==> config.mk <==
export PLATFORM = sky130hd
export DESIGN_NAME = palette_scanout_with_beam_override
export DESIGN_NICKNAME = d
export VERILOG_FILES = /design/src/rtl/core/psbo_pkg.sv /design/src/rtl/core/psbo_palette.sv /design/src/rtl/core/palette_scanout_with_beam_override.sv
export SDC_FILE = /design/constraint.sdc
export NUM_CORES = 1
export LEC_CHECK = 0
export ABC_AREA = 1
export ABC_CLOCK_PERIOD_IN_PS = 7450
export BUFFER_PORTS_ARGS = -buffer_cell sky130_fd_sc_hd__buf_2
export CAP_MARGIN = 20
export CORE_ASPECT_RATIO = 1.4
export CORE_UTILIZATION = 50
export DETAILED_ROUTE_END_ITERATION = 8
export GPL_TIMING_DRIVEN = 0
export PLACE_DENSITY_LB_ADDON = 0.12
export SETUP_SLACK_MARGIN = 0.3
export SLEW_MARGIN = 30
export SYNTH_ARGS = -nofsm -noshare
export SYNTH_HDL_FRONTEND = slang
export SYNTH_SLANG_ARGS = --single-unit
==> constraint.sdc <==
create_clock -name clk -period 7.45 [get_ports clk]
set_clock_uncertainty 0.15 [all_clocks]
set_input_delay 1.49 -clock clk [delete_from_list [all_inputs] [get_ports clk]]
set_output_delay 1.49 -clock clk [all_outputs]
set_load 0.02 [all_outputs]
==> src/rtl/core/psbo_pkg.sv <==
// ----------------------------------------------------------------------------
// psbo_pkg
// Shared types, codes and helpers for the palette scanout block.
// ----------------------------------------------------------------------------
package psbo_pkg;

  localparam int IDX_W   = 5;
  localparam int ARGB_W  = 32;
  localparam int RGB12_W = 12;
  localparam int CFG_W   = 9;

  // item kind carried on in_tuser
  localparam logic OP_PIXEL = 1'b0;
  localparam logic OP_WRITE = 1'b1;

  // configuration register indexes
  localparam logic CFG_BEAM_FIRST = 1'b0;
  localparam logic CFG_BEAM_COUNT = 1'b1;

  localparam logic [ARGB_W-1:0] WHITE_ARGB   = 32'hFFFF_FFFF;
  localparam logic [7:0]        ALPHA_OPAQUE = 8'hFF;

  typedef struct packed {
    logic               en;
    logic [IDX_W-1:0]   slot;
    logic [ARGB_W-1:0]  color;
  } pal_wr_t;

  // 0RGB 4:4:4 to ARGB 8:8:8:8 by nibble repeat
  function automatic logic [ARGB_W-1:0] expand_color(input logic [RGB12_W-1:0] rgb);
    expand_color = {ALPHA_OPAQUE, rgb[11:8], rgb[11:8], rgb[7:4], rgb[7:4],
                    rgb[3:0], rgb[3:0]};
  endfunction

endpackage

==> src/rtl/core/psbo_palette.sv <==
// ----------------------------------------------------------------------------
// psbo_palette
// Color table with per-entry valid bits; unwritten and out-of-range entries
// read as zero.
// ----------------------------------------------------------------------------
module psbo_palette #(
  parameter int TABLE_ENTRIES = 32
) (
  input  logic                         clk,
  input  logic                         rst_n,
  input  psbo_pkg::pal_wr_t            wr,
  input  logic [psbo_pkg::IDX_W-1:0]   rd_idx,
  output logic [psbo_pkg::ARGB_W-1:0]  rd_color
);
  import psbo_pkg::*;

  // a five-bit index never reaches past 32 entries
  localparam int DEPTH = (TABLE_ENTRIES < 32) ? TABLE_ENTRIES : 32;
  localparam int AW    = (DEPTH > 1) ? $clog2(DEPTH) : 1;

  logic [ARGB_W-1:0] mem_r [DEPTH];
  logic [DEPTH-1:0]  vld_r;
  logic              wr_ok;
  logic              rd_ok;

  assign wr_ok = wr.en && (int'(wr.slot) < TABLE_ENTRIES);
  assign rd_ok = (int'(rd_idx) < TABLE_ENTRIES);

  always_ff @(posedge clk) begin
    if (wr_ok) begin
      mem_r[wr.slot[AW-1:0]] <= wr.color;
    end
  end

  always_ff @(posedge clk) begin
    if (!rst_n) begin
      vld_r <= '0;
    end else if (wr_ok) begin
      vld_r[wr.slot[AW-1:0]] <= 1'b1;
    end
  end

  always_comb begin
    rd_color = '0;
    if (rd_ok && vld_r[rd_idx[AW-1:0]]) begin
      rd_color = mem_r[rd_idx[AW-1:0]];
    end
  end

endmodule

==> src/rtl/core/palette_scanout_with_beam_override.sv <==
// ----------------------------------------------------------------------------
// palette_scanout_with_beam_override
// Indexed pixel to ARGB8888 lookup with a white beam band override.
// ----------------------------------------------------------------------------
// Takes one word per clock: a palette write (tuser high) stores a 12-bit 0RGB
// color widened to ARGB with alpha FF, a pixel (tuser low) looks up its low
// five index bits and produces one output word. Rows inside the configured
// beam band turn every non-zero index into opaque white. Throughput is one
// word per cycle while the output side is ready; a pixel is held in the input
// register and in_tready drops in the same cycle when the output word is not
// taken. A pixel passes from the input register through the palette lookup
// and band compare into the output register before it appears on the output.
// out_tlast marks the last pixel of a frame. The palette reads as zero after
// reset without any clearing pass.
module palette_scanout_with_beam_override #(
  parameter int LINE_PIXELS   = 320,
  parameter int FRAME_LINES   = 256,
  parameter int TABLE_ENTRIES = 32
) (
  input  logic                          clk,
  input  logic                          rst_n,
  input  logic                          in_tvalid,
  output logic                          in_tready,
  // [7:0] pixel_index, [12:8] palette_slot, [24:13] source_color, [31:25] zero
  input  logic [31:0]                   in_tdata,
  // [0] operation
  input  logic                          in_tuser,
  output logic                          out_tvalid,
  input  logic                          out_tready,
  // [31:0] argb_pixel
  output logic [psbo_pkg::ARGB_W-1:0]   out_tdata,
  output logic                          out_tlast,
  input  logic                          cfg_we,
  input  logic                          cfg_index,
  input  logic [psbo_pkg::CFG_W-1:0]    cfg_wdata
);
  import psbo_pkg::*;

  localparam logic [8:0] COL_LAST = 9'(LINE_PIXELS - 1);
  localparam logic [7:0] ROW_LAST = 8'(FRAME_LINES - 1);

  // input register
  logic               s0_valid_r;
  logic               s0_op_r;
  logic [7:0]         s0_pix_r;
  logic [IDX_W-1:0]   s0_slot_r;
  logic [RGB12_W-1:0] s0_rgb_r;

  // output register
  logic               out_valid_r;
  logic [ARGB_W-1:0]  out_data_r;
  logic               out_last_r;

  logic [8:0]         col_r, col_nxt;
  logic [7:0]         row_r, row_nxt;
  logic [CFG_W-1:0]   beam_first_r;
  logic [CFG_W-1:0]   beam_count_r;

  logic               out_free;
  logic               s0_adv;
  logic               pix_go;
  logic               in_acc;
  pal_wr_t            pal_wr;
  logic [ARGB_W-1:0]  pal_color;
  logic [IDX_W-1:0]   idx;
  logic [9:0]         band_end;
  logic               in_band;
  logic               col_wrap;
  logic               row_wrap;
  logic [ARGB_W-1:0]  pix_color;

  assign out_free  = !out_valid_r || out_tready;
  // writes leave no result, so they never wait on the output side
  assign s0_adv    = s0_valid_r && ((s0_op_r == OP_WRITE) || out_free);
  assign pix_go    = s0_valid_r && (s0_op_r == OP_PIXEL) && out_free;
  assign in_tready = !s0_valid_r || s0_adv;
  assign in_acc    = in_tvalid && in_tready;

  assign pal_wr.en    = s0_valid_r && (s0_op_r == OP_WRITE);
  assign pal_wr.slot  = s0_slot_r;
  assign pal_wr.color = expand_color(s0_rgb_r);

  assign idx = s0_pix_r[IDX_W-1:0];

  psbo_palette #(
    .TABLE_ENTRIES (TABLE_ENTRIES)
  ) u_palette (
    .clk      (clk),
    .rst_n    (rst_n),
    .wr       (pal_wr),
    .rd_idx   (idx),
    .rd_color (pal_color)
  );

  // band is first <= row < first + count, disabled when first is negative
  assign band_end = {1'b0, beam_first_r} + {1'b0, beam_count_r};
  assign in_band  = !beam_first_r[8] && (row_r >= beam_first_r[7:0]) &&
                    ({2'b00, row_r} < band_end);

  assign pix_color = (in_band && (idx != '0)) ? WHITE_ARGB : pal_color;

  assign col_wrap = (col_r >= COL_LAST);
  assign row_wrap = (row_r >= ROW_LAST);

  always_comb begin
    col_nxt = col_r + 9'd1;
    row_nxt = row_r;
    if (col_wrap) begin
      col_nxt = '0;
      row_nxt = row_wrap ? 8'd0 : row_r + 8'd1;
    end
  end

  always_ff @(posedge clk) begin
    if (!rst_n) begin
      s0_valid_r   <= 1'b0;
      out_valid_r  <= 1'b0;
      col_r        <= '0;
      row_r        <= '0;
      beam_first_r <= '1;
      beam_count_r <= 9'd1;
    end else begin
      if (in_tready) begin
        s0_valid_r <= in_tvalid;
      end
      if (pix_go) begin
        out_valid_r <= 1'b1;
        col_r       <= col_nxt;
        row_r       <= row_nxt;
      end else if (out_tready) begin
        out_valid_r <= 1'b0;
      end
      if (cfg_we) begin
        case (cfg_index)
          CFG_BEAM_FIRST: beam_first_r <= cfg_wdata;
          CFG_BEAM_COUNT: beam_count_r <= cfg_wdata;
          default:        ;
        endcase
      end
    end
  end

  always_ff @(posedge clk) begin
    if (in_acc) begin
      s0_op_r   <= in_tuser;
      s0_pix_r  <= in_tdata[7:0];
      s0_slot_r <= in_tdata[12:8];
      s0_rgb_r  <= in_tdata[24:13];
    end
    if (pix_go) begin
      out_data_r <= pix_color;
      out_last_r <= col_wrap && row_wrap;
    end
  end

  assign out_tvalid = out_valid_r;
  assign out_tdata  = out_data_r;
  assign out_tlast  = out_last_r;

endmodule

==> metrics.txt, run 1 <==
status=finished with violations; failing checks=design-rule violations; sequential cell fraction of total power=51.7%; post-synthesis average cell area=9.73 sq um; drt total wl=57,400 microns; worst slack, placed=3.58 ns; most common cell after layout, fill and taps aside=nand2_1; power share of the combinational group=9.7%; Mapped Area=21,600 sq um; die width=178 microns; max-cap viol count=0; fin nets=2,444; IO Port Bufs=72; Via density=5.20; Slew @ Worst Pin=0.917 ns; TritonCTS clock tree=done; Core Region=42,400 sq um; number of global-route vias before repair=14.7k; Setup-failing EPs final=0; global-route wire length before repair=85,900 microns; post-route setup TNS=0 ns; clock network power share=38.6%; Iteration-0 DRC Markers=1,387; Worst Hold Class=register to register; Max Fanout on Critical Path=2; Peak VDD IR=0.198 mV; number of library cell types mapped by synthesis=30; initial antenna violation count=0; CTS Sinks=495; CP Data Required Time=5.81 ns; Max-slew headroom=38.8%; ratio of cells with drive above 1 in the final layout=11.9%; vias=15.3k; die area=44,100 sq um; Routed Antenna Nets=0; mux cell area share after synthesis=0%; Worst Path Arrival=2.22 ns; Syn Inst Count=2,224; top cell type's share of synthesized area=58.4%; post-CTS setup repair buffer count=0; Worst Reg-to-Reg Cells=18; Synth Area in Simple Gates=22.5%; Switching Fraction=24.3%; Synth Register Bits=495; Area Overhead vs Synth=13.5%; FMAX=259 MHz; Synth Area in Adders=1.60%; total congestion overflow=0; residual DRC count=1; # diodes=0; IO Pins=83; largest family of logic cells by synthesized area=simple AND/OR/NAND/NOR gates; ranking of synthesized cells by area=edfxtp_1, nand2_1, dfxtp_1, nand3_1, inv_1; worst setup margin=3.59 ns; Placed Instances=2,867; Int Pwr=4470 uW; GRT Total Usage=26.8%; most frequent cells in the layout=nand2_1, edfxtp_1, inv_1, nand3_1, buf_2; area leader, netlist=edfxtp_1; Compound-Gate Fraction of Synth Area=1.90%; Num CTS Buffers=46; crit path launch type=input port; hpwl dp=41,700 microns; root buffer cell=clkbuf_16; clk slew on worst S/H paths=0.06 ns; WL per Instance=19.4 microns; Max Buffers Root-to-Sink=3; CP Class=input port to primary output; Tcrit/Tclk final=51.8%; Synthesized Nets=2,299; H-tree lvl count=2; post-route total power=5910 uW; Worst-Skew Late Latency=0.58 ns; Final Non-Filler Cells=2,951; sequential area share after synthesis=65.2%; Rows=89; Starting Density=51.0%; Lkg Pwr=0.0106 uW; Die Ht=248 microns; RSZ-0062 raised after global routing=no; xor/xnor share of the synthesized area=0.526%; CTS Hold Bufs=0; Hold Fails Final Rpt=0; Hold Crit Depth=2; max-slew violation count=0; switching power=1440 uW; Resize count post-CTS=0; GPL Wtd Cong=0.943; CP Capture Type=primary output; pwr dens=241 nW/um^2; min Tclk post-route=3.86 ns; DRT Pass-1 Iters=9; YS warnings=0; largest net degree at the start of global routing=29
## power by group through the flow
stage          clock [uW]  sequential (uW)  combinational, uW
2_1_floorplan           0             3120                331
3_3_place_gp            0             3150                501
3_5_place_dp            0             3110                568
4_1_cts              2310             3050                570
5_1_grt              2420             3060                627
6_report             2290             3050                573
## registers in the layout, summed over array words and instances (netlist names), named ones only
signal           cells
row_r                8
beam_count_r         9
out_tdata           13
out_tlast            1
out_tvalid           1
s0_slot_r            5
s0_valid_r           1
s0_op_r              1
beam_first_r         9
col_r                9
s0_rgb_r            12
u_palette.mem_r    384
u_palette.vld_r     32
s0_pix_r             5
## layer usage
metal  up-vias  GRT usage [%]  wire length (microns)
li1       7478              -                      -
met1      7245           32.6                  22600
met2       485           46.2                  28500
met3       137           3.30                   3030
met4         0           14.6                   3290
met5         -              0                      0
## final timing paths
path / startpoint / slack (ns) / to
worst max-delay path: out_tready / 3.59 / in_tready
worst min-delay path: u_palette.vld_r[20] / 0.32 / u_palette.vld_r[20]
worst max register to register: beam_first_r[0] / 4.12 / out_tdata[12]
worst min register to register: u_palette.vld_r[20] / 0.32 / u_palette.vld_r[20]
## logic make-up (layout without fill, tap and decap cells)
group / count (synthesis) / after routing
compound gates: 74 / 74
xor+xnor: 13 / 13
fa+ha+maj: 27 / 27
buf+inv: 429 / 610
flops: 495 / 495
simple gates: 1186 / 1186
## through the flow
stage	cell area, sq um	utilization, %	hold slack, ns
4_1_cts	24600	57.9	0.325
2_1_floorplan	21600	-	0.290
6_report	24600	57.9	0.323
3_3_place_gp	22700	53.5	0.302
3_5_place_dp	23100	54.5	0.310
5_1_grt	24600	57.9	0.342
## worst max-delay path, cell delays in order
cell and delay (ns):
buf_2 0.09, nor2_1 0.20, inv_1 0.08, nor2_1 0.12, inv_1 0.07, buf_2 0.16
## final cells by class
type                            instances  area (sq um)
Fill cell                            3637         17900
Sequential cell                       495         14100
Multi-Input combinational cell       1300          5830
Clock buffer                           62          1230
Inverter                              316          1190
Timing Repair Buffer                   97           714
Tap cell                              546           683
Buffer                                113           593
Clock inverter                         22           209
## synth_stat cells
library cell and n:
buf_2 56, a31oi_1 4, nor2_4 1, buf_1 7
xnor2_1 6, o211ai_1 8, nor3b_1 1, or2_2 1
nor2_1 136, nand3_1 290, inv_2 4, clkbuf_1 24
nand4_1 6, nand2_1 732, ha_1 26, o21ai_0 21
fa_1 1, edfxtp_1 421, a21oi_1 34, nor3_1 17
o21a_1 3, nand3_2 1, dfxtp_1 74, clkinv_1 1
a21o_1 3, xor2_1 7, nand3b_1 1, o22ai_1 1
inv_1 311, buf_4 26
No activity file was read; power rests on OpenSTA's default activity.
==> run 2, diff against run 1 <==
- ABC_CLOCK_PERIOD_IN_PS: 7450 -> 3250
- clock period: 7.45 -> 3.25 ns (I/O delays scaled with it)
==> metrics.txt, run 2 (synthesis results as in run 1) <==
Fillers=3,627; die area=44,100 sq um; Area Overhead vs Synth=13.9%; root buffer cell=clkbuf_16; CP Class=register to register; min Tclk post-route=2.78 ns; Peak VDD IR=0.451 mV; Setup-failing EPs final=0; hpwl dp=41,700 microns; global-route wire length before repair=86,000 microns; max reg flops=384; residual DRC count=0; total congestion overflow=0; Max-slew headroom=38.2%; Worst Hold Class=input port to register; Worst Path Arrival=2.96 ns; Num CTS Buffers=46; Hold Fails Final Rpt=0; Die Ht=248 microns; Iteration-0 DRC Markers=1,423; Starting Density=51.0%; CTS Hold Bufs=0; TritonCTS clock tree=done; pwr dens=551 nW/um^2; CP Data Required Time=3.43 ns; Slew @ Worst Pin=0.927 ns; Max Buffers Root-to-Sink=3; die width=178 microns; final instance area=24,700 sq um; H-tree lvl count=2; clk slew on worst S/H paths=0.07 ns; GPL Wtd Cong=0.943; Via density=5.20; Lkg Pwr=0.0106 uW; RSZ-0062 raised after global routing=no; GRT Total Usage=26.8%; most common cell after layout, fill and taps aside=nand2_1; Routed Antenna Nets=0; CP Capture Type=register; IO Pins=83; DRT Pass-1 Iters=5; WL per Instance=19.4 microns; max-cap viol count=0; FMAX=360 MHz; Worst-Skew Late Latency=0.59 ns; post-layout util=58.1%; fin nets=2,447; drt total wl=57,400 microns; placement-stage cell area=23,100 sq um; max-slew violation count=0; CTS Sinks=495; most frequent cells in the layout=nand2_1, edfxtp_1, inv_1, nand3_1, buf_2; number of global-route vias before repair=14.7k; worst hold slack=0.0979 ns; Core Region=42,400 sq um; Tcrit/Tclk final=85.5%; crit path launch type=register; post-route setup TNS=0 ns; Rows=89; largest net degree at the start of global routing=29; # diodes=0; Max Fanout on Critical Path=10; vias=15.4k; IO Port Bufs=72; initial antenna violation count=0; status=complete, no violations; ratio of cells with drive above 1 in the final layout=12.7%
[run 2: repair_timing]
item,4_1_cts,5_1_grt
setup buffers,1,1
gates cloned,1,0
endpoints found under the setup margin,13,13
hold endpoints to repair,0,0
resized for setup,8,16
pin swaps,1,4
[run 2: critical path, cell delays in order (launching register included)]
cell,delay [ns]
dfxtp_1,0.46
buf_2,0.34
buf_1,0.58
nand3_1,0.23
nand3_1,0.36
nand2_1,0.10
nand2_1,0.07
nand2_1,0.09
nand2_1,0.08
nand2_1,0.06
[run 2: stage by stage]
step	power (uW)	cells	worst slack, ns
finish	13600	2954	0.472
global placement	8370	2842	-0.0255
CTS	13600	2953	0.355
floorplan	7910	2224	0.594
global route	14000	2954	0.297
detailed placement	8440	2867	-0.0292
[run 2: layer usage]
layer	vias up	global-route usage, %	share of wire (%)
met5	-	0	0
met4	0	14.6	5.9
met3	149	3.21	5.0
met2	470	46.3	50
met1	7277	32.6	40
li1	7479	-	-
[run 2: cell type report]
type                       count  area (sq um)  share of cell area (%)
sequential                   495         14100                    57.3
multi-input combinational   1300          5890                    23.9
clock buffer                  62          1230                    4.99
inverter                     316          1190                    4.81
timing repair buffer         100           737                    2.99
tap                          546           683                    2.77
buffer                       113           599                    2.43
clock inverter                22           209                   0.847
[run 2: power breakdown]
group | total [uW] | leakage, uW | switching [uW] | internal [uW]
Clock | 5250 | 0.000706 | 2340 | 2910
Combinational | 1330 | 0.00548 | 925 | 406
Sequential | 7000 | 0.00441 | 57.3 | 6940
[run 2: worst paths after layout]
| check | from | to | slack (ns) | cells past startpoint |
|---|---|---|---|---|
| min | in_tdata[22] | s0_rgb_r[9] | 0.1 | 1 |
| max | register | out_tdata[15] | 0.47 | 9 |
| min reg2reg | u_palette.vld_r[25] | u_palette.vld_r[25] | 0.33 | 2 |
| max reg2reg | register | out_tdata[15] | 0.47 | 9 |
